[src/hdl/glr_pkg.sv]
`timescale 1ns / 1ps
// Shared types, codes and helpers of the glyph run layout block.
package glr_pkg;

	localparam int FIRST_CODE_DEF  = 32;
	localparam int GLYPH_COUNT_DEF = 95;

	localparam logic [7:0] SPACE_CODE   = 8'h20;
	localparam logic [7:0] NEWLINE_CODE = 8'h0A;

	localparam int APB_AW = 3;
	localparam int APB_DW = 32;
	localparam int LH_W   = 10;

	// Word index of the line height register.
	localparam logic [0:0] REG_LINE_HEIGHT = 1'b0;

	typedef enum logic [1:0] {
		REQ_GLYPH = 2'd0,
		REQ_KERN  = 2'd1,
		REQ_CHAR  = 2'd2,
		REQ_END   = 2'd3
	} req_t;

	typedef enum logic [1:0] {
		KIND_CHAR   = 2'd0,
		KIND_LINE   = 2'd1,
		KIND_HEIGHT = 2'd2
	} kind_t;

	typedef struct packed {
		logic signed [9:0] hor;
		logic signed [9:0] ver;
		logic [9:0]        adv;
		logic [9:0]        ht;
	} metrics_t;

	typedef struct packed {
		logic valid;
		req_t req;
		logic newline;
		logic apply_kern;
	} s1_ctl_t;

	function automatic logic signed [15:0] sat16(input logic signed [17:0] v);
		logic signed [15:0] r;
		if (v > 18'sd32767) begin
			r = 16'sh7FFF;
		end else if (v < -18'sd32768) begin
			r = 16'sh8000;
		end else begin
			r = v[15:0];
		end
		return r;
	endfunction

endpackage

[src/hdl/glr_apb.sv]
`timescale 1ns / 1ps
// APB register file holding the line pitch.
module glr_apb (
	input  logic                        clk,
	input  logic                        arst_n,
	input  logic                        psel,
	input  logic                        penable,
	input  logic                        pwrite,
	input  logic [glr_pkg::APB_AW-1:0]  paddr,
	input  logic [glr_pkg::APB_DW-1:0]  pwdata,
	output logic [glr_pkg::APB_DW-1:0]  prdata,
	output logic                        pready,
	output logic [glr_pkg::LH_W-1:0]    line_pitch
);
	import glr_pkg::*;

	logic [LH_W-1:0] line_pitch_q;
	logic            wr_en;
	logic            hit;

	assign pready = 1'b1;
	assign hit    = (paddr[APB_AW-1:2] == REG_LINE_HEIGHT);
	assign wr_en  = psel && penable && pwrite && pready && hit;

	always_ff @(posedge clk or negedge arst_n) begin
		if (!arst_n) begin
			line_pitch_q <= '0;
		end else if (wr_en) begin
			line_pitch_q <= pwdata[LH_W-1:0];
		end
	end

	assign prdata     = hit ? APB_DW'(line_pitch_q) : '0;
	assign line_pitch = line_pitch_q;
endmodule

[config.mk]
export PLATFORM = sky130hd
export DESIGN_NAME = glr_apb
export DESIGN_NICKNAME = d
export VERILOG_FILES = /design/src/hdl/glr_pkg.sv /design/src/hdl/glr_apb.sv
export SDC_FILE = /design/constraint.sdc
export NUM_CORES = 1
export LEC_CHECK = 0
export ABC_AREA = 1
export BUFFER_PORTS_ARGS = -buffer_cell sky130_fd_sc_hd__clkbuf_2
export CORE_UTILIZATION = 30
export CTS_BUF_LIST = sky130_fd_sc_hd__clkbuf_8
export CTS_CLUSTER_DIAMETER = 120
export DETAILED_ROUTE_END_ITERATION = 16
export GPL_ROUTABILITY_DRIVEN = 0
export PLACE_DENSITY = 0.78
export RECOVER_POWER = 50
export SLEW_MARGIN = 20
export SYNTH_ARGS = -nofsm -noshare
export SYNTH_HDL_FRONTEND = slang
export SYNTH_SLANG_ARGS = --single-unit
export TNS_END_PERCENT = 5
[constraint.sdc]
create_clock -name clk -period 0.8 [get_ports clk]
set_clock_uncertainty 0.1 [all_clocks]
set_input_delay 0.2 -clock clk [delete_from_list [all_inputs] [get_ports clk]]
set_output_delay 0.2 -clock clk [all_outputs]
set_load 0.02 [all_outputs]
==> impl_metrics.env, run 1 <==
export IMPL_min_from="pwdata[0]"
export IMPL_vias=633
export IMPL_p_leak_nw=0.5834
export IMPL_async_flop_share=1.000
export IMPL_netlist_area_sq_um=678.2
export IMPL_grt_setup_unrepaired="yes"
export IMPL_nFillCells=196
export IMPL_synthFlopType="dfrtp_1"
export IMPL_nets=175
export IMPL_avgViaCountPerCell=3.956
export IMPL_synth_most_common_cell="buf_4"
export IMPL_grt_start_max_net_pins=11
export IMPL_cts_buffers_inserted=3
export IMPL_grt_pass1_wl_um=2097
export IMPL_layout_drive_gt1_share=0.5714
export IMPL_largest_reg_flops=10
export IMPL_max_stage_delay_ns=0.42
export IMPL_hold_path_class="primary input to flip-flop"
export IMPL_initialDrtViolationCount=4
export IMPL_period_needed_ns=1.176
export IMPL_yosys_area_top_type="dfrtp_1"
export IMPL_vdd_drop_max_v=0.0008738
export IMPL_antenna_found_initial=0
export IMPL_crit_path_end_kind="primary output"
export IMPL_core_sq_um=2042
export IMPL_dp_cells=154
export IMPL_ys_seq_elements=10
export IMPL_portBuffers=35
export IMPL_start_util=0.3321
export IMPL_final_cells=160
export IMPL_ys_seq_area_frac=0.3690
export IMPL_yosysUniqueCellTypes=11
export IMPL_crit_type="flip-flop to primary output"
export IMPL_synth_edf_count=0
export IMPL_holdPathEnd="line_pitch[0]"
export IMPL_dr_pass1_iters=4
export IMPL_drc=0
export IMPL_critPathMaxFanout=3
export IMPL_die_area_sq_um=2455
export IMPL_failed_checks="setup timing"
export IMPL_cp_arrival_ns=0.88
export IMPL_dpl_hpwl_um=1074
export IMPL_htreeDepth=1
export IMPL_pwr_density_cell_nw_per_um2=2034
export IMPL_slowest_stage="dfrtp_2"
export IMPL_die_w_um=49.55
export IMPL_io_pins=83
export IMPL_final_hold_viol_count=0
export IMPL_totalWireLength_um=1490
export IMPL_antenna_cells=0
export IMPL_r2r_slack_ns=-0.05
export IMPL_grt_pass1_vias=529
export IMPL_ys_warn_count=0
export IMPL_netlist_instances=93
export IMPL_cp_required_ns=0.50
export IMPL_cts_tree="done"
export IMPL_r2r_end="line_pitch[7]"
export IMPL_cp_top_family="flip-flops"
export IMPL_synthTopCellsByArea="dfrtp_1 37%, buf_4 27%, nand2_1 12%"
export IMPL_path_cells="inv_2, nor2_4, buf_8"
export IMPL_r2r_cells=3
export IMPL_die_h_um=49.55
export IMPL_avgSynthCellArea_sq_um=7.292
export IMPL_row_count=16
export IMPL_cts_root_buf="clkbuf_8"
export IMPL_cap_violations=0
export IMPL_syn2layout_area_growth_pct=57.01
export IMPL_status="finished with violations"
export IMPL_finalPower_mw=2.166
export IMPL_design_area_sq_um=1065
export IMPL_clock_latency_ns=0.23
export IMPL_grt_total_usage=0.1098
export IMPL_clk_path_buf_depth=2
export IMPL_synth_commonest_cells="24 x buf_4, 21 x nand2_1, 12 x inv_1"
export IMPL_maxClockFrequency_mhz=850.3
export IMPL_setup_violations=22
export IMPL_synth_top_area_share=0.3690
export IMPL_drtAntennaViolNets=0
export IMPL_cp_num_buf_inv=2
export IMPL_finalMaxSlewViolations=0
export IMPL_clkSinkCount=10
export IMPL_whs_path_depth=3
export IMPL_grt_ovfl_total=0
export IMPL_period_share=1.470
export IMPL_wl_per_cell_um=9.313
export IMPL_cp_start_kind="flip-flop"
export IMPL_r2r_start="line_pitch[7]"
export IMPL_clkTransAtPathRegs_ns=0.05
export IMPL_setup_ws_ns=-0.3761
export IMPL_post_dp_cell_area_sq_um=899.6
-- timing repair --
item,CTS,global route
setup endpoints to repair,20,30
hold endpoints to repair,10,0
gates resized for setup,25,23
hold buffers,1,0
setup buffers,2,0
-- layer usage --
layer	global-route usage	vias up	routed length (um)
li1	-	310	-
met1	0.1212	276	605
met2	0.2027	47	739
met3	0.03086	0	145
met4	0.02857	0	0
met5	0	-	0
-- per-stage QoR --
step	setup TNS [ns]	hold WS (ns)	setup WS (ns)	util
final	-6.790	0.09383	-0.3761	0.5214
after global routing	-7.455	0.1033	-0.4046	0.5214
after CTS	-7.019	0.09497	-0.3970	0.5074
after detailed placement	-4.848	-0.02235	-0.2521	0.4406
after global placement	-4.575	-0.02879	-0.2403	0.4406
after floorplan	-1.261	-0.1956	-0.1261	-
-- layout by cell type (no fill, tap or decap) --
cell and instances:
nand2_2 1, dlygate4sd3_1 1, dfrtp_2 10, nor2_4 10, buf_6 3, buf_12 1
nand3_1 10, inv_1 2, clkbuf_2 18, conb_1 23, inv_2 10, nor2_2 1
buf_2 6, buf_4 5, buf_8 8, nand2_1 21, clkbuf_8 3
-- cell families after synthesis --
kind of cell / synth area share
buffers and inverters: 0.3561
flip-flops: 0.3690
AND/OR/NAND/NOR: 0.2639
other: 0.01107
-- worst reg2reg max path, delay by kind of cell (launching register included) --
family | cells | cell delay [ns]
buf+inv | 1 | 0.13
flops | 1 | 0.41
simple gates | 2 | 0.10
-- worst max-delay path by stage --
stage / start / slack (ns) / to / cells after the start
floorplan: line_pitch[0] / -0.13 / prdata[0] / 2
global placement: paddr[2] / -0.24 / prdata[0] / 4
detailed placement: paddr[2] / -0.25 / prdata[7] / 4
CTS: line_pitch[0] / -0.40 / prdata[0] / 3
global route: line_pitch[4] / -0.40 / prdata[4] / 3
finish: line_pitch[4] / -0.38 / prdata[4] / 3
-- report_power, final --
part / internal [mW] / total, mW / switching, mW
clock: 0.328 / 0.507 / 0.179
sequential: 0.621 / 0.711 / 0.0901
combinational: 0.375 / 0.948 / 0.573
-- area by class of cell --
cell class / count / area, sq um / area share
Clock buffer: 3 / 41.29 / 0.03878
Inverter: 12 / 45.04 / 0.04230
Multi-Input combinational cell: 66 / 340.3 / 0.3196
Sequential cell: 10 / 262.8 / 0.2468
Tap cell: 27 / 33.78 / 0.03173
Timing Repair Buffer: 42 / 341.6 / 0.3208
Power figures use the tool's default switching activity.
==> run 2: changes to the inputs <==
==> constraint.sdc (replaced) <==
create_clock -name clk -period 0.8 [get_ports clk]
set_clock_uncertainty 0.1 [all_clocks]
set_input_delay 0.12 -clock clk [delete_from_list [all_inputs] [get_ports clk]]
set_output_delay 0.12 -clock clk [all_outputs]
set_load 0.02 [all_outputs]
==> impl_metrics.env, run 2 (synthesized netlist as in run 1, its figures left out) <==
export IMPL_status="finished with violations"
export IMPL_failed_checks="setup timing"
export IMPL_nets=174
export IMPL_whs_path_depth=3
export IMPL_final_hold_viol_count=0
export IMPL_cap_violations=0
export IMPL_grt_start_max_net_pins=11
export IMPL_fin_setup_tns_ns=-5.108
export IMPL_mostFrequentLayoutCell="conb_1"
export IMPL_dr_pass1_iters=4
export IMPL_largest_reg_flops=10
export IMPL_wl_per_cell_um=9.868
export IMPL_setup_violations=22
export IMPL_cts_root_buf="clkbuf_8"
export IMPL_critPathMaxFanout=3
export IMPL_start_util=0.3321
export IMPL_totalWireLength_um=1569
export IMPL_die_w_um=49.55
export IMPL_fin_util=0.5257
export IMPL_grt_pass1_vias=577
export IMPL_period_needed_ns=1.094
export IMPL_finalMaxSlewViolations=0
export IMPL_cp_required_ns=0.58
export IMPL_core_sq_um=2042
export IMPL_period_share=1.368
export IMPL_grt_ovfl_total=0
export IMPL_avgViaCountPerCell=4.044
export IMPL_timing_hold_ws_ns=0.01678
export IMPL_vias=643
export IMPL_clkSinkCount=10
export IMPL_row_count=16
export IMPL_cts_tree="done"
export IMPL_antenna_found_initial=0
export IMPL_syn2layout_area_growth_pct=58.30
export IMPL_clkTransAtPathRegs_ns=0.05
export IMPL_final_cell_mix="23 x conb_1, 20 x nand2_1, 17 x clkbuf_2"
export IMPL_clk_path_buf_depth=2
export IMPL_hold_path_class="primary input to flip-flop"
export IMPL_p_leak_nw=0.5824
export IMPL_grt_total_usage=0.1299
export IMPL_die_h_um=49.55
export IMPL_r2r_cells=3
export IMPL_dpl_worst_slack_ns=-0.1092
export IMPL_grt_setup_unrepaired="yes"
export IMPL_crit_path_end_kind="primary output"
export IMPL_grt_pass1_wl_um=2415
export IMPL_maxClockFrequency_mhz=914.0
export IMPL_drc=0
export IMPL_nFillCells=200
export IMPL_vdd_drop_max_v=0.0009406
export IMPL_drtAntennaViolNets=0
export IMPL_pwr_density_cell_nw_per_um2=2031
export IMPL_antenna_cells=0
export IMPL_cp_arrival_ns=0.87
export IMPL_dpl_hpwl_um=1141
export IMPL_cp_start_kind="flip-flop"
export IMPL_clock_latency_ns=0.23
export IMPL_portBuffers=35
export IMPL_io_pins=83
export IMPL_initialDrtViolationCount=5
export IMPL_die_area_sq_um=2455
export IMPL_setup_ws_ns=-0.2941
export IMPL_htreeDepth=1
export IMPL_crit_type="flip-flop to primary output"
export IMPL_cts_buffers_inserted=3
export IMPL_layout_drive_gt1_share=0.5758
-- run 2: path summary, 6_finish.rpt --
check                                   start  slack [ns]            end
worst max register to register  line_pitch[6]       -0.05  line_pitch[6]
worst min register to register  line_pitch[7]        0.41  line_pitch[7]
max in group asynchronous              arst_n        0.18  line_pitch[8]
min in group asynchronous              arst_n        0.19  line_pitch[9]
worst max-delay path            line_pitch[1]       -0.29      prdata[1]
worst min-delay path                pwdata[3]        0.02  line_pitch[3]
-- run 2: layout make-up --
| type | instances | area [sq um] | share of cell area |
|---|---|---|---|
| Multi-Input combinational cell | 66 | 342.8 | 0.3193 |
| Sequential cell | 10 | 262.8 | 0.2448 |
| Clock buffer | 3 | 41.29 | 0.03846 |
| Inverter | 12 | 45.04 | 0.04196 |
| Timing Repair Buffer | 41 | 347.8 | 0.3240 |
| Tap cell | 27 | 33.78 | 0.03147 |
-- run 2: through the flow --
stage	total power, mW	instances	area (sq um)
after floorplan	1.320	114	844.6
after global placement	1.451	153	892.1
after detailed placement	1.481	153	892.1
after CTS	2.125	159	1046
after global routing	2.315	159	1074
final	2.180	159	1074
-- run 2: power breakdown --
group	total (mW)	switching [mW]	internal [mW]
clock	0.494	0.167	0.327
sequential	0.716	0.0942	0.622
combinational	0.970	0.577	0.393
total	2.18	0.838	1.34
-- run 2: layer usage --
| metal | part of all wire | GRT usage |
|---|---|---|
| met2 | 0.54 | 0.2387 |
| met3 | 0.10 | 0.04938 |
| met4 | 0 | 0.02857 |
| met5 | 0 | 0 |
| met1 | 0.35 | 0.1385 |
-- run 2: what timing repair did --
item / in CTS / in global routing
hold buffers: 1 / 0
resized for setup: 25 / 23
setup endpoints to repair: 20 / 22
hold endpoints to repair: 10 / 0
buffers inserted: 2 / 0
-- run 2: worst max-delay path, stage by stage (launching register included) --
cell	delay, ns
dfrtp_2	0.42
inv_2	0.07
nor2_4	0.04
buf_8	0.12
