## src/hdl/glr_pkg.sv

```systemverilog
`timescale 1ns / 1ps
// Shared types, codes and helpers of the glyph run layout block.
package glr_pkg;

	localparam int FIRST_CODE_DEF  = 32;
	localparam int GLYPH_COUNT_DEF = 95;

	localparam logic [7:0] SPACE_CODE   = 8'h20;
	localparam logic [7:0] NEWLINE_CODE = 8'h0A;

	localparam int APB_AW = 3;
	localparam int APB_DW = 32;
	localparam int LH_W   = 10;

	// Word index of the line height register.
	localparam logic [0:0] REG_LINE_HEIGHT = 1'b0;

	typedef enum logic [1:0] {
		REQ_GLYPH = 2'd0,
		REQ_KERN  = 2'd1,
		REQ_CHAR  = 2'd2,
		REQ_END   = 2'd3
	} req_t;

	typedef enum logic [1:0] {
		KIND_CHAR   = 2'd0,
		KIND_LINE   = 2'd1,
		KIND_HEIGHT = 2'd2
	} kind_t;

	typedef struct packed {
		logic signed [9:0] hor;
		logic signed [9:0] ver;
		logic [9:0]        adv;
		logic [9:0]        ht;
	} metrics_t;

	typedef struct packed {
		logic valid;
		req_t req;
		logic newline;
		logic apply_kern;
	} s1_ctl_t;

	function automatic logic signed [15:0] sat16(input logic signed [17:0] v);
		logic signed [15:0] r;
		if (v > 18'sd32767) begin
			r = 16'sh7FFF;
		end else if (v < -18'sd32768) begin
			r = 16'sh8000;
		end else begin
			r = v[15:0];
		end
		return r;
	endfunction

endpackage

```

## src/hdl/glr_out_if.sv

```systemverilog
`timescale 1ns / 1ps
// Record channel: draw positions, line widths and text heights.
interface glr_out_if;
	logic               valid;
	logic               ready;
	logic [1:0]         record_kind;
	logic signed [15:0] value_x;
	logic signed [15:0] value_y;
	logic [7:0]         line_number;
	logic               last;

	modport source (output valid, record_kind, value_x, value_y, line_number, last,
		input ready);
	modport sink (input valid, record_kind, value_x, value_y, line_number, last,
		output ready);
endinterface

```

## src/hdl/glr_pen.sv

```systemverilog
`timescale 1ns / 1ps
// Pen accumulator, line extents and the output record register.
module glr_pen (
	input  logic                           clk,
	input  logic                           arst_n,
	input  glr_pkg::s1_ctl_t               ctl_s1,
	input  glr_pkg::metrics_t              metrics_s1,
	input  logic signed [7:0]              kern_s1,
	input  logic [glr_pkg::LH_W-1:0]       line_pitch,
	glr_out_if.source                      records,
	output logic                           s1_done
);
	import glr_pkg::*;

	logic signed [15:0] pen_x_q;
	logic signed [15:0] pen_y_q;
	logic [7:0]         line_q;
	logic signed [9:0]  fmin_q;
	logic               fmin_set_q;
	logic signed [11:0] lmax_q;
	logic               lmax_set_q;
	logic               phase_q;

	logic               out_v_q;
	kind_t              kind_q;
	logic signed [15:0] x_q;
	logic signed [15:0] y_q;
	logic [7:0]         ln_q;
	logic               last_q;

	logic               out_free;
	logic               is_char;
	logic               is_nl;
	logic               is_end;
	logic               is_load;
	logic               emit;
	logic signed [17:0] px18;
	logic signed [17:0] py18;
	logic signed [17:0] kern18;
	logic signed [17:0] hor18;
	logic signed [17:0] ver18;
	logic signed [17:0] adv18;
	logic signed [17:0] lh18;
	logic signed [15:0] px_kern;
	logic signed [17:0] pxk18;
	logic signed [15:0] draw_x;
	logic signed [15:0] draw_y;
	logic signed [15:0] next_x;
	logic signed [15:0] next_y;
	logic signed [11:0] ver12;
	logic signed [11:0] ht12;
	logic signed [11:0] hsum12;
	logic signed [17:0] hmin18;
	logic signed [17:0] hmax18;
	logic signed [15:0] height;

	assign out_free = !out_v_q || records.ready;
	assign is_load  = ctl_s1.valid && (ctl_s1.req == REQ_GLYPH || ctl_s1.req == REQ_KERN);
	assign is_char  = ctl_s1.valid && ctl_s1.req == REQ_CHAR && !ctl_s1.newline;
	assign is_nl    = ctl_s1.valid && ctl_s1.req == REQ_CHAR && ctl_s1.newline;
	assign is_end   = ctl_s1.valid && ctl_s1.req == REQ_END;
	assign emit     = (is_char || is_nl || is_end) && out_free;
	// End of string holds the stage for a second beat.
	assign s1_done  = is_load || (emit && (!is_end || phase_q));

	assign px18   = pen_x_q;
	assign py18   = pen_y_q;
	assign kern18 = kern_s1;
	assign hor18  = metrics_s1.hor;
	assign ver18  = metrics_s1.ver;
	assign adv18  = 18'(metrics_s1.adv);
	assign lh18   = 18'(line_pitch);

	assign px_kern = ctl_s1.apply_kern ? sat16(px18 + kern18) : pen_x_q;
	assign pxk18   = px_kern;
	assign draw_x  = sat16(pxk18 + hor18);
	assign draw_y  = sat16(py18 + ver18);
	assign next_x  = sat16(pxk18 + adv18);
	assign next_y  = sat16(py18 + lh18);

	assign ver12  = metrics_s1.ver;
	assign ht12   = 12'(metrics_s1.ht);
	assign hsum12 = ver12 + ht12;

	assign hmin18 = fmin_set_q ? 18'(fmin_q) : ver18;
	assign hmax18 = lmax_set_q ? 18'(lmax_q) : 18'(hsum12);
	assign height = sat16(hmin18 + py18 + hmax18);

	always_ff @(posedge clk or negedge arst_n) begin
		if (!arst_n) begin
			pen_x_q    <= '0;
			pen_y_q    <= '0;
			line_q     <= '0;
			fmin_q     <= '0;
			fmin_set_q <= 1'b0;
			lmax_q     <= '0;
			lmax_set_q <= 1'b0;
			phase_q    <= 1'b0;
			out_v_q    <= 1'b0;
		end else begin
			if (out_free) begin
				out_v_q <= emit;
			end
			if (emit && is_char) begin
				pen_x_q <= next_x;
				if (line_q == '0 && (!fmin_set_q || metrics_s1.ver < fmin_q)) begin
					fmin_q <= metrics_s1.ver;
				end
				if (line_q == '0) begin
					fmin_set_q <= 1'b1;
				end
				if (!lmax_set_q || hsum12 > lmax_q) begin
					lmax_q <= hsum12;
				end
				lmax_set_q <= 1'b1;
			end
			if (emit && is_nl) begin
				pen_x_q    <= '0;
				pen_y_q    <= next_y;
				lmax_q     <= '0;
				lmax_set_q <= 1'b0;
				if (line_q != 8'hFF) begin
					line_q <= line_q + 8'd1;
				end
			end
			if (emit && is_end) begin
				if (!phase_q) begin
					phase_q <= 1'b1;
				end else begin
					phase_q    <= 1'b0;
					pen_x_q    <= '0;
					pen_y_q    <= '0;
					line_q     <= '0;
					fmin_q     <= '0;
					fmin_set_q <= 1'b0;
					lmax_q     <= '0;
					lmax_set_q <= 1'b0;
				end
			end
		end
	end

	always_ff @(posedge clk) begin
		if (emit) begin
			ln_q <= line_q;
			if (is_char) begin
				kind_q <= KIND_CHAR;
				x_q    <= draw_x;
				y_q    <= draw_y;
				last_q <= 1'b0;
			end else if (is_end && phase_q) begin
				kind_q <= KIND_HEIGHT;
				x_q    <= height;
				y_q    <= '0;
				last_q <= 1'b1;
			end else begin
				kind_q <= KIND_LINE;
				x_q    <= pen_x_q;
				y_q    <= '0;
				last_q <= 1'b0;
			end
		end
	end

	assign records.valid       = out_v_q;
	assign records.record_kind = kind_q;
	assign records.value_x     = x_q;
	assign records.value_y     = y_q;
	assign records.line_number = ln_q;
	assign records.last        = last_q;
endmodule

```

## src/flat_wrapper.sv

```systemverilog
// flat-port wrapper written by rule: the top's interface ports become plain ports
module glr_pen_flat import glr_pkg::*;
  (clk, arst_n, ctl_s1, metrics_s1, kern_s1, line_pitch, s1_done, records_valid, records_record_kind, records_value_x, records_value_y, records_line_number, records_last, records_ready);
  glr_out_if records_i ();
  input  logic clk;
  input  logic arst_n;
  input  glr_pkg::s1_ctl_t ctl_s1;
  input  glr_pkg::metrics_t metrics_s1;
  input  logic signed [7:0] kern_s1;
  input  logic [glr_pkg::LH_W-1:0] line_pitch;
  output logic s1_done;
  output wire logic [$bits(records_i.valid)-1:0] records_valid;
  output wire logic [$bits(records_i.record_kind)-1:0] records_record_kind;
  output wire logic [$bits(records_i.value_x)-1:0] records_value_x;
  output wire logic [$bits(records_i.value_y)-1:0] records_value_y;
  output wire logic [$bits(records_i.line_number)-1:0] records_line_number;
  output wire logic [$bits(records_i.last)-1:0] records_last;
  input wire logic [$bits(records_i.ready)-1:0] records_ready;
  assign records_valid = records_i.valid;
  assign records_record_kind = records_i.record_kind;
  assign records_value_x = records_i.value_x;
  assign records_value_y = records_i.value_y;
  assign records_line_number = records_i.line_number;
  assign records_last = records_i.last;
  assign records_i.ready = records_ready;
  glr_pen u_core (.clk(clk), .arst_n(arst_n), .ctl_s1(ctl_s1), .metrics_s1(metrics_s1), .kern_s1(kern_s1), .line_pitch(line_pitch), .records(records_i), .s1_done(s1_done));
endmodule
```

## config.mk

```make
export PLATFORM = sky130hd
export DESIGN_NAME = glr_pen_flat
export DESIGN_NICKNAME = d
export VERILOG_FILES = /design/src/hdl/glr_pkg.sv /design/src/hdl/glr_out_if.sv /design/src/hdl/glr_pen.sv /design/src/flat_wrapper.sv
export SDC_FILE = /design/constraint.sdc
export NUM_CORES = 1
export LEC_CHECK = 0
export BUFFER_PORTS_ARGS = -buffer_cell sky130_fd_sc_hd__buf_2
export CORE_ASPECT_RATIO = 0.5
export CORE_MARGIN = 2
export CORE_UTILIZATION = 55
export CTS_CLUSTER_DIAMETER = 100
export DETAILED_ROUTE_END_ITERATION = 10
export GPL_TIMING_DRIVEN = 0
export HOLD_SLACK_MARGIN = 0.05
export PLACE_DENSITY_LB_ADDON = 0.08
export RECOVER_POWER = 50
export SYNTH_ARGS = -nofsm -noshare
export SYNTH_HDL_FRONTEND = slang
export SYNTH_SLANG_ARGS = --single-unit
```

## constraint.sdc

```tcl
create_clock -name clk -period 4.94 [get_ports clk]
set_input_delay 0.247 -clock clk [delete_from_list [all_inputs] [get_ports clk]]
set_output_delay 0.247 -clock clk [all_outputs]
set_load 0.05 [all_outputs]
```

==> results of run 1 <==
[synthesized netlist by cell type, types with 4 or more instances]
cell type	instances	area share
o31ai_1	8	0.0056
nor4_1	4	0.0023
a21boi_0	8	0.0056
o2bb2ai_1	5	0.0041
nand4_1	12	0.0070
edfxtp_1	42	0.12
nor3b_1	7	0.0049
dfrtp_1	66	0.15
mux2_2	22	0.023
nand2_1	77	0.027
o21ai_0	85	0.040
xor2_1	24	0.020
maj3_1	4	0.0038
ha_1	118	0.14
a31oi_1	17	0.010
nor3_1	25	0.012
inv_1	80	0.028
nor2b_1	17	0.010
a21oi_1	98	0.046
o211ai_1	23	0.016
nand3_1	23	0.011
nand2b_1	9	0.0053
a21oi_2	9	0.0074
and2_1	8	0.0047
clkbuf_1	28	0.0099
o21bai_1	20	0.014
or4_1	5	0.0035
o21a_1	20	0.014
a21oi_4	5	0.0076
mux2i_1	24	0.023
a22oi_1	15	0.011
a21o_1	41	0.029
and3_1	8	0.0047
or2_2	4	0.0023
nor2_1	79	0.028
fa_1	23	0.043
a211oi_1	10	0.0070
xnor2_1	50	0.041
[flip-flops by register name, summed over array words and instances (netlist names), 8 cells and up]
name / count
u_core.records.value_y: 16
u_core.records.value_x: 16
u_core.line_q: 8
u_core.pen_x_q: 16
u_core.pen_y_q: 16
u_core.lmax_q: 12
u_core.fmin_q: 10
u_core.records.line_number: 8
[power by group]
part / total [W] / switching (W) / leakage, nW / internal, W
registers: 0.00147 / 0.000286 / 1.25 / 0.00118
clock network: 0.000814 / 0.000365 / 0.154 / 0.000448
logic: 0.00708 / 0.00381 / 4.34 / 0.00327
total: 0.00936 / 0.00446 / 5.74 / 0.00490
[worst min-delay path, delay by kind of cell]
kind / cells / cell delay [ns]
buffers and inverters: 1 / 0.11
multiplexers: 1 / 0.06
AND/OR/NAND/NOR: 1 / 0.05
[layout make-up]
type	count	share of cell area
Multi-Input combinational cell	963	0.605
Clock buffer	9	0.0169
Tap cell	259	0.0243
Inverter	82	0.0230
Buffer	34	0.0136
Clock inverter	7	0.00731
Sequential cell	108	0.219
Timing Repair Buffer	196	0.0918
[how the worst min path moves through the flow]
stage | cells after the start | slack [ns] | endpoint
final | 3 | 0.15 | u_core.fmin_q[1]
after floorplan | 0 | -0.05 | u_core.fmin_q[0]
after global routing | 3 | 0.15 | u_core.fmin_q[1]
after global placement | 1 | 0.48 | u_core.phase_q
after CTS | 3 | 0.18 | u_core.phase_q
after detailed placement | 1 | 0.41 | u_core.pen_y_q[0]
[kinds of logic (layout without fill, tap and decap cells)]
group	Yosys count	after routing	share of synthesized area
compound gates	406	406	0.257
simple gates	292	292	0.134
mux	46	46	0.0458
flops	108	108	0.273
buf+inv	117	328	0.0446
xor+xnor	74	74	0.0608
fa+ha+maj	145	145	0.185
[repair_timing]
item | 4_1_cts | 5_1_grt
gates resized for setup | 106 | 59
hold buffers | 1 | 0
setup endpoints to repair | 32 | 31
cloned | 2 | 0
pin swaps | 59 | 73
setup buffers | 64 | 18
hold endpoints to repair | 2 | 0
[metal layers]
metal / part of all wire / track usage
met1: 0.46 / 0.411
met2: 0.46 / 0.516
met3: 0.051 / 0.0351
met4: 0.028 / 0.101
met5: 0 / 0
[through the flow]
step	utilization	area, um2	cells	TNS [ns]	hold WS (ns)
after global placement	0.622	11600	1557	-23.81	0.483
after CTS	0.694	13000	1640	-0.0968	0.179
final	0.714	13400	1658	-1.52	0.150
after global routing	0.714	13400	1658	-8.47	0.154
after detailed placement	0.624	11700	1558	-25.29	0.413
after floorplan	-	10800	1188	0	-0.0486
==> flow_summary.yaml, run 1 <==
outcome:
  status: "finished with violations"
  violations: "capacitance limit, slew limit, setup timing"
floorplanning:
  dieArea_um2: 20600
  fp.coreArea_um2: 18700
  floorplan.initialDensity: 0.570
  io_pins: 111
  rows: 35
  fp.dieW_um: 201
  fp.dieH_um: 102
clocking:
  worstSkewPairLatency_ns: 0.36
  numCtsBuffers: 9
  cts_tree: "yes"
  clock_path_buffers: 2
  cts-htree-levels: 3
  root_buffer: "clkbuf_16"
  clock-sinks: 108
  path_clk_slew_ns: 0.08
run:
  maxCapViolCount: 1
critical_path:
  cp_num_cells: 24
  crit_fanout: 7
  reg2reg_depth: 17
  rr_startpoint: "u_core.lmax_set_q"
  required_ns: 5.03
  crit_start: "metrics_s1[21]"
  crit_path_end_kind: "flop"
  criticalPathCategory: "in2reg"
  cp-start-kind: "input pin"
  crit_buf_inv: 4
  crit_chain: "buf_12, ha_4, a21o_1, a21oi_2, o21bai_1, a21oi_2, o21bai_1, a21oi_2, buf_4, o211ai_1, o211ai_1, mux2_4, fa_1, ha_4, and2_4, nand2_4, or4_4, a31oi_4, buf_6, a311oi_2, a21o_1, a22oi_2, clkbuf_8, o211ai_1"
  worst_path_max_delay_cell: "or4_4"
  r2r_slack_ns: -0.11
  crit_family: "compound AO/OA/AOI/OAI gates"
  critPathArrivalTime_ns: 5.16
  max_stage_delay_ns: 0.52
  r2r-end: "u_core.records.value_x[12]"
  cp-endpoint: "u_core.records.value_x[12]"
cells_and_area:
  nFillCells: 1405
  register_area_um2: 2920
  final_common_cell: "ha_1"
  diodes: 0
  drive_above_1_share: 0.244
  layout.nets: 1601
  syn_to_final_growth_pct: 25.3
  final_cell_mix: "89 x ha_1, 79 x a21oi_1, 79 x buf_4"
  multiInputGateArea_um2: 8080
yosys:
  synthDistinctLibCells: 81
  yosysSeqAreaShare: 0.273
  synth_cells: 1188
  synth_edf_count: 42
  async_flop_share: 0.611
  ys_warn_count: 0
  synth.avg_cell_area_um2: 8.98
  syn_nets: 1395
  syn-cell-area_um2: 10700
  yosys_register_bits: 108
  ys.flop_type: "dfrtp_1"
sta:
  skew_ns: 0.0117
  worstMarginPinSlew_ns: 3.84
  fin_crit_sh: 1.03
  setup_slack_ns: -0.131
  maxSlewViolCount: 67
  slew-limit-headroom: -1.56
  final-setup-viol-count: 26
  hold_viol: 0
  fmax_mhz: 197
  final.min_clock_period_ns: 5.07
  rsz0062_at_grt: "true"
pwr:
  power_w: 0.00936
  power.leakage_nw: 5.74
  peakVddDrop_mv: 0.333
  p_per_area_nw_per_um2: 701
route:
  wl_per_cell_um: 19.1
  drc: 0
  vias: 9889
  first_pass_iters: 5
  drtIter0Drc: 646
  vias_per_cell: 5.96
  drt-total-wl_um: 31700
  antenna_left: 0
global_route:
  track_usage: 0.304
  grt_start_max_net_pins: 67
  overflow: 0
  grt_pass1_vias: 9698
  antenna_found_initial: 0
  grt_pass1_wl_um: 49500
place:
  place_ws_ns: -1.07
  gp_congestion: 0.900
  port_buffers: 110
  dp_hpwl_um: 22800
hold_path:
  hp-class: "in2reg"
  hp-start: "metrics_s1[21]"
Power figures use the tool's default switching activity.
==> run 2: changes to the inputs <==
--- a/config.mk
+++ b/config.mk
@@ -5,13 +5,13 @@
 export SDC_FILE = /design/constraint.sdc
 export NUM_CORES = 1
 export LEC_CHECK = 0
+export ABC_AREA = 1
 export BUFFER_PORTS_ARGS = -buffer_cell sky130_fd_sc_hd__buf_2
 export CORE_ASPECT_RATIO = 0.5
 export CORE_MARGIN = 2
 export CORE_UTILIZATION = 55
 export CTS_CLUSTER_DIAMETER = 100
 export DETAILED_ROUTE_END_ITERATION = 10
-export GPL_TIMING_DRIVEN = 0
 export HOLD_SLACK_MARGIN = 0.05
 export PLACE_DENSITY_LB_ADDON = 0.08
 export RECOVER_POWER = 50
==> run 2 against run 1 <==
Effect of this change: the flow finishes with violations (capacitance limit, slew limit); critical path depth is 7 higher; first-iteration DRC count up 13%; die area fell by 0.19%; via count rose by 2.8%; worst setup slack improved by 0.37 ns; utilization is 6.7 points lower; routed wire length is 4.2% lower; area after synthesis shrank 0.20%; critical endpoint is now u_core.records.value_x[5]; highest routed layer unchanged.
==> flow_summary.yaml, run 2 <==
floorplanning:
  floorplan.initialDensity: 0.569
  fp.dieW_um: 201
  fp.dieH_um: 102
  dieArea_um2: 20500
  io_pins: 111
  fp.coreArea_um2: 18700
  rows: 35
global_route:
  grt_start_max_net_pins: 57
  overflow: 0
  grt_pass1_vias: 9711
  grt_pass1_wl_um: 49000
  track_usage: 0.301
  antenna_found_initial: 0
route:
  vias: 10200
  drt-total-wl_um: 30400
  drc: 0
  first_pass_iters: 5
  antenna_left: 0
  wl_per_cell_um: 16.7
  vias_per_cell: 5.58
  drtIter0Drc: 731
pwr:
  peakVddDrop_mv: 0.257
  p_per_area_nw_per_um2: 582
  power.leakage_nw: 6.04
cells_and_area:
  final_common_cell: "nand2_1"
  final_cell_mix: "255 x nand2_1, 203 x inv_1, 155 x a21oi_1"
  layout.nets: 1766
  nFillCells: 1710
  syn_to_final_growth_pct: 13.7
  drive_above_1_share: 0.126
  final_core_util: 0.647
  diodes: 0
sta:
  skew_ns: 0.00658
  maxSlewViolCount: 100
  worstMarginPinSlew_ns: 3.33
  setup_slack_ns: 0.238
  slew-limit-headroom: -1.22
  final-setup-viol-count: 0
  fmax_mhz: 213
  fin_crit_sh: 0.952
  hold_viol: 0
  final.min_clock_period_ns: 4.70
yosys:
  synth_most_common_cell: "nand2_1"
  yosysTopAreaCell: "dfrtp_1"
  synth_cells: 1424
  synth.avg_cell_area_um2: 7.47
  synth_top_area_share: 0.155
  syn_nets: 1631
  synth_area_leaders: "dfrtp_1 16%, ha_1 14%, edfxtp_1 12%"
  ys.flop_type: "dfrtp_1"
  synth_edf_count: 42
  synthDistinctLibCells: 52
  yosysSeqAreaShare: 0.274
  syn-cell-area_um2: 10600
  yosys_register_bits: 108
  ys_warn_count: 0
  async_flop_share: 0.611
  synthTopCellsByCount: "255 x nand2_1, 204 x inv_1, 159 x a21oi_1"
critical_path:
  crit_fanout: 11
  rr_startpoint: "u_core.pen_x_q[0]"
  worst_path_max_delay_cell: "fa_1"
  required_ns: 5.06
  crit_path_end_kind: "flop"
  criticalPathCategory: "reg2reg"
  critPathArrivalTime_ns: 4.82
  crit_start: "u_core.pen_x_q[0]"
  cp-start-kind: "flop"
  max_stage_delay_ns: 0.40
hold_path:
  hp-class: "in2reg"
  hp-start: "ctl_s1[4]"
run:
  maxCapViolCount: 2
clocking:
  root_buffer: "clkbuf_16"
  numCtsBuffers: 9
  cts_tree: "yes"
  clock-sinks: 108
  worstSkewPairLatency_ns: 0.36
  cts-htree-levels: 3
  clock_path_buffers: 2
  path_clk_slew_ns: 0.08
place:
  place_ws_ns: 0.0834
  port_buffers: 110
  gp_congestion: 0.927
  dp_hpwl_um: 24400
outcome:
  violations: "capacitance limit, slew limit"
  status: "finished with violations"
run 2: changes by cell type in the layout (fill, tap and decap cells not counted), moves of 38 or more:
| cell | change |
|---|---|
| a21o_1 | -38 |
| a21oi_1 | +76 |
| nand2_1 | +180 |
| nand3_1 | +60 |
| inv_1 | +126 |
| buf_4 | -42 |
run 2: kinds of logic after synthesis:
| family | after synthesis | synth area share |
|---|---|---|
| compound gates | 330 | 0.170 |
| fa+ha+maj | 141 | 0.182 |
| xor+xnor | 81 | 0.0667 |
| buf+inv | 240 | 0.0881 |
| simple gates | 524 | 0.220 |
| flops | 108 | 0.274 |
run 2: worst paths after layout:
kind                                            endpoint  slack (ns)  depth (start not counted)
max                            u_core.records.value_x[5]        0.24                         31
min                                 u_core.records.valid        0.23                          3
max reg2reg                    u_core.records.value_x[5]        0.24                         31
min reg2reg                u_core.records.line_number[5]        0.45                          0
max in group asynchronous               u_core.lmax_q[5]        1.02                          3
min in group asynchronous              u_core.pen_y_q[0]        0.38                          2
run 2: critical path: cells and delay by family, from the launching register on:
family	cells	cell delay [ns]
buffers and inverters	6	0.78
AO/OA/AOI/OAI	6	0.78
XOR/XNOR	1	0.22
AND/OR/NAND/NOR	15	1.39
adder cells (fa/ha/maj)	3	0.89
flip-flops	1	0.36
run 2: per-layer routing:
| layer | routed length [um] | vias to the layer above | GRT usage |
|---|---|---|---|
| li1 | - | 5014 | - |
| met1 | 14400 | 4827 | 0.414 |
| met2 | 13800 | 292 | 0.516 |
| met3 | 1780 | 31 | 0.0389 |
| met4 | 381 | 0 | 0.0644 |
| met5 | 0 | - | 0 |
run 2: layout make-up:
cell class	count	area (um2)	area share
Multi-Input combinational cell	1076	6930	0.572
Sequential cell	108	2910	0.241
Timing Repair Buffer	154	855	0.0706
Inverter	210	796	0.0658
Tap cell	259	324	0.0268
Clock buffer	10	229	0.0189
Clock inverter	6	58.8	0.00486
run 2: timing repair:
item                                   4_1_cts  5_1_grt
endpoints found under the hold margin       10        0
gates resized for setup                      0       27
buffers inserted                             0        6
hold buffers                                 1        0
setup endpoints to repair                    0       30
run 2: stage by stage:
| stage | instances | hold WS, ns | setup TNS (ns) | total power [W] | area [um2] |
|---|---|---|---|---|---|
| after floorplan | 1424 | -0.0486 | 0 | 0.00477 | 10600 |
| after global placement | 1799 | 0.122 | 0 | 0.00601 | 11700 |
| after detailed placement | 1799 | 0.123 | 0 | 0.00607 | 11700 |
| after CTS | 1816 | 0.212 | 0 | 0.00683 | 12000 |
| after global routing | 1823 | 0.247 | -0.259 | 0.00770 | 12100 |
| final | 1823 | 0.225 | 0 | 0.00704 | 12100 |
run 2: where the power goes:
group          switching, W  internal, W  total, W
clock              0.000381     0.000354  0.000735
sequential         0.000235      0.00116   0.00140
combinational       0.00302      0.00189   0.00491
total               0.00363      0.00341   0.00704
==> run 3: changes to the inputs <==
--- a/config.mk
+++ b/config.mk
@@ -5,7 +5,7 @@
 export SDC_FILE = /design/constraint.sdc
 export NUM_CORES = 1
 export LEC_CHECK = 0
-export ABC_AREA = 1
+export ABC_AREA = 0
 export BUFFER_PORTS_ARGS = -buffer_cell sky130_fd_sc_hd__buf_2
 export CORE_ASPECT_RATIO = 0.5
 export CORE_MARGIN = 2
==> run 3 against run 2 <==
Effect of this change: the run ends with capacitance limit, slew limit, setup timing left; worst setup slack worse by 0.28 ns; global-route usage up 0.74 points; sequential power up 5%; clock power up 3.8%; first-iteration DRC count down 5.9%; critical path type unchanged; largest power group unchanged; highest routed layer unchanged.
==> flow_summary.yaml, run 3 (synthesis results as in run 1) <==
critical_path:
  criticalPathCategory: "reg2reg"
  rr_startpoint: "u_core.pen_x_q[8]"
  reg2reg_depth: 23
  cp-endpoint: "u_core.records.value_x[6]"
  crit_path_frequent_cell: "buf_4"
  critPathArrivalTime_ns: 5.21
  r2r_slack_ns: -0.04
  required_ns: 5.17
  crit_buf_inv: 5
  crit_chain: "ha_4, a21oi_2, o21ai_2, or3_1, o221a_1, a211oi_4, buf_4, buf_6, nand2b_4, o211ai_1, o21ai_1, ha_1, a21o_1, a21o_1, a211oi_2, buf_4, o31ai_4, nand2_2, buf_4, inv_1, a311oi_4, or3b_4, nand3_1"
  crit_family: "compound AO/OA/AOI/OAI gates"
  crit_fanout: 10
  cp-start-kind: "flop"
  crit_path_end_kind: "flop"
  cp_num_cells: 23
  max_stage_delay_ns: 0.44
  crit_start: "u_core.pen_x_q[8]"
  r2r-end: "u_core.records.value_x[6]"
  worst_path_max_delay_cell: "dfrtp_1"
run:
  maxCapViolCount: 1
sta:
  final.min_clock_period_ns: 4.98
  rsz0062_at_grt: "true"
  slew-limit-headroom: -1.63
  hold_viol: 0
  skew_ns: 0.0125
  maxSlewViolCount: 67
  fmax_mhz: 201
  setup_slack_ns: -0.0448
  worstMarginPinSlew_ns: 3.94
  fin_crit_sh: 1.01
  final-setup-viol-count: 9
global_route:
  track_usage: 0.308
  grt_start_max_net_pins: 67
  grt_use_met2: 0.529
  busiest_layer: "met2"
  antenna_found_initial: 0
  grt_use_met1: 0.416
  overflow: 0
  met3_usage: 0.0443
  grt_pass1_vias: 10000
  grt_pass1_wl_um: 50100
pwr:
  power.leakage_nw: 6.13
  power_w: 0.00975
  p_per_area_nw_per_um2: 708
  switchingPower_w: 0.00455
  p_seq_frac: 0.151
  intPower_w: 0.00520
  clkPwrFrac: 0.078
  comb_power_share: 0.771
  peakVddDrop_mv: 0.368
  switching_share: 0.466
place:
  placed_cells_incl_taps: 1670
  place_ws_ns: -0.315
  dp_hpwl_um: 24200
  gp_congestion: 0.965
  port_buffers: 110
cells_and_area:
  drive_above_1_share: 0.289
  layout.nets: 1661
  final_cell_mix: "167 x buf_4, 97 x ha_1, 78 x a21oi_1, 78 x nor2_1, 78 x inv_1"
  fin_cells: 1718
  syn_to_final_growth_pct: 29.1
  diodes: 0
  final_common_cell: "buf_4"
clocking:
  root_buffer: "clkbuf_16"
  numCtsBuffers: 9
  clock-sinks: 108
  clock_path_buffers: 2
  cts_tree: "yes"
  cts-htree-levels: 3
  path_clk_slew_ns: 0.08
  worstSkewPairLatency_ns: 0.37
  hold_buffers: 0
route:
  drt-total-wl_um: 32600
  wl_per_cell_um: 19.0
  antenna_left: 0
  drtIter0Drc: 688
  vias_per_cell: 6.00
  first_pass_iters: 5
  drc: 0
  vias: 10300
floorplanning:
  dieArea_um2: 20600
  fp.dieH_um: 102
  fp.dieW_um: 201
  fp.coreArea_um2: 18700
  floorplan.initialDensity: 0.570
  io_pins: 111
  rows: 35
hold_path:
  hp-class: "in2reg"
outcome:
  status: "finished with violations"
  violations: "capacitance limit, slew limit, setup timing"
run 3: changes by cell type in the layout (fill, tap and decap cells not counted), sizes merged, moves of 38 or more:
cell / previous run / this run
buf: 106 / 247
inv: 210 / 82
a21oi: 160 / 112
nand3: 92 / 23
nor2: 124 / 79
a21o: 3 / 41
nand2: 271 / 77
run 3: worst min path at each step:
| stage | from | end | slack [ns] | cells past startpoint |
|---|---|---|---|---|
| global route | metrics_s1[24] | u_core.fmin_q[4] | 0.18 | 3 |
| floorplan | arst_n | u_core.fmin_q[0] | -0.05 | 0 |
| detailed placement | u_core.phase_q | u_core.phase_q | 0.49 | 1 |
| finish | ctl_s1[2] | u_core.phase_q | 0.18 | 3 |
| global placement | u_core.phase_q | u_core.phase_q | 0.48 | 1 |
| CTS | arst_n | u_core.fmin_q[0] | 0.13 | 2 |
run 3: area by class of cell:
cell class | instances | area (um2)
inverter | 82 | 308
sequential | 108 | 2910
clock inverter | 6 | 56.3
tap | 259 | 324
multi-input combinational | 964 | 8000
clock buffer | 10 | 250
fill | 1391 | 4930
timing repair buffer | 289 | 1920
run 3: power by group through the flow:
stage | Sequential (W) | Combinational [W] | Clock (W)
4_1_cts | 0.00145 | 0.00662 | 0.000774
5_1_grt | 0.00150 | 0.00819 | 0.000801
2_1_floorplan | 0.00148 | 0.00424 | 0
6_report | 0.00147 | 0.00752 | 0.000763
3_5_place_dp | 0.00147 | 0.00638 | 0
3_3_place_gp | 0.00146 | 0.00619 | 0
run 3: through the flow:
stage                      util  setup TNS (ns)  area [um2]  hold slack [ns]
after floorplan               -               0       10800          -0.0486
after global placement    0.674           -2.00       12600            0.480
after detailed placement  0.674           -5.09       12600            0.489
after CTS                 0.702         -0.0105       13100            0.126
after global routing      0.736           -4.21       13800            0.183
final                     0.736          -0.198       13800            0.180
run 3: tightest hold or removal path, stage by stage:
cell and delay, ns:
buf_2 0.13, nand2_1 0.08, xnor2_1 0.06
run 3: per-layer routing:
layer,up-vias,wire length [um],share of wire
met2,331,15000,0.46
met5,-,0,0
met4,0,716,0.022
li1,4917,-,-
met3,60,1910,0.059
met1,5003,14900,0.46
run 3: repair_timing:
action / 4_1_cts / 5_1_grt
setup buffers: 7 / 22
hold endpoints to repair: 0 / 0
endpoints found under the setup margin: 30 / 32
pin swaps: 22 / 55
gates cloned: 1 / 2
resized for setup: 35 / 103
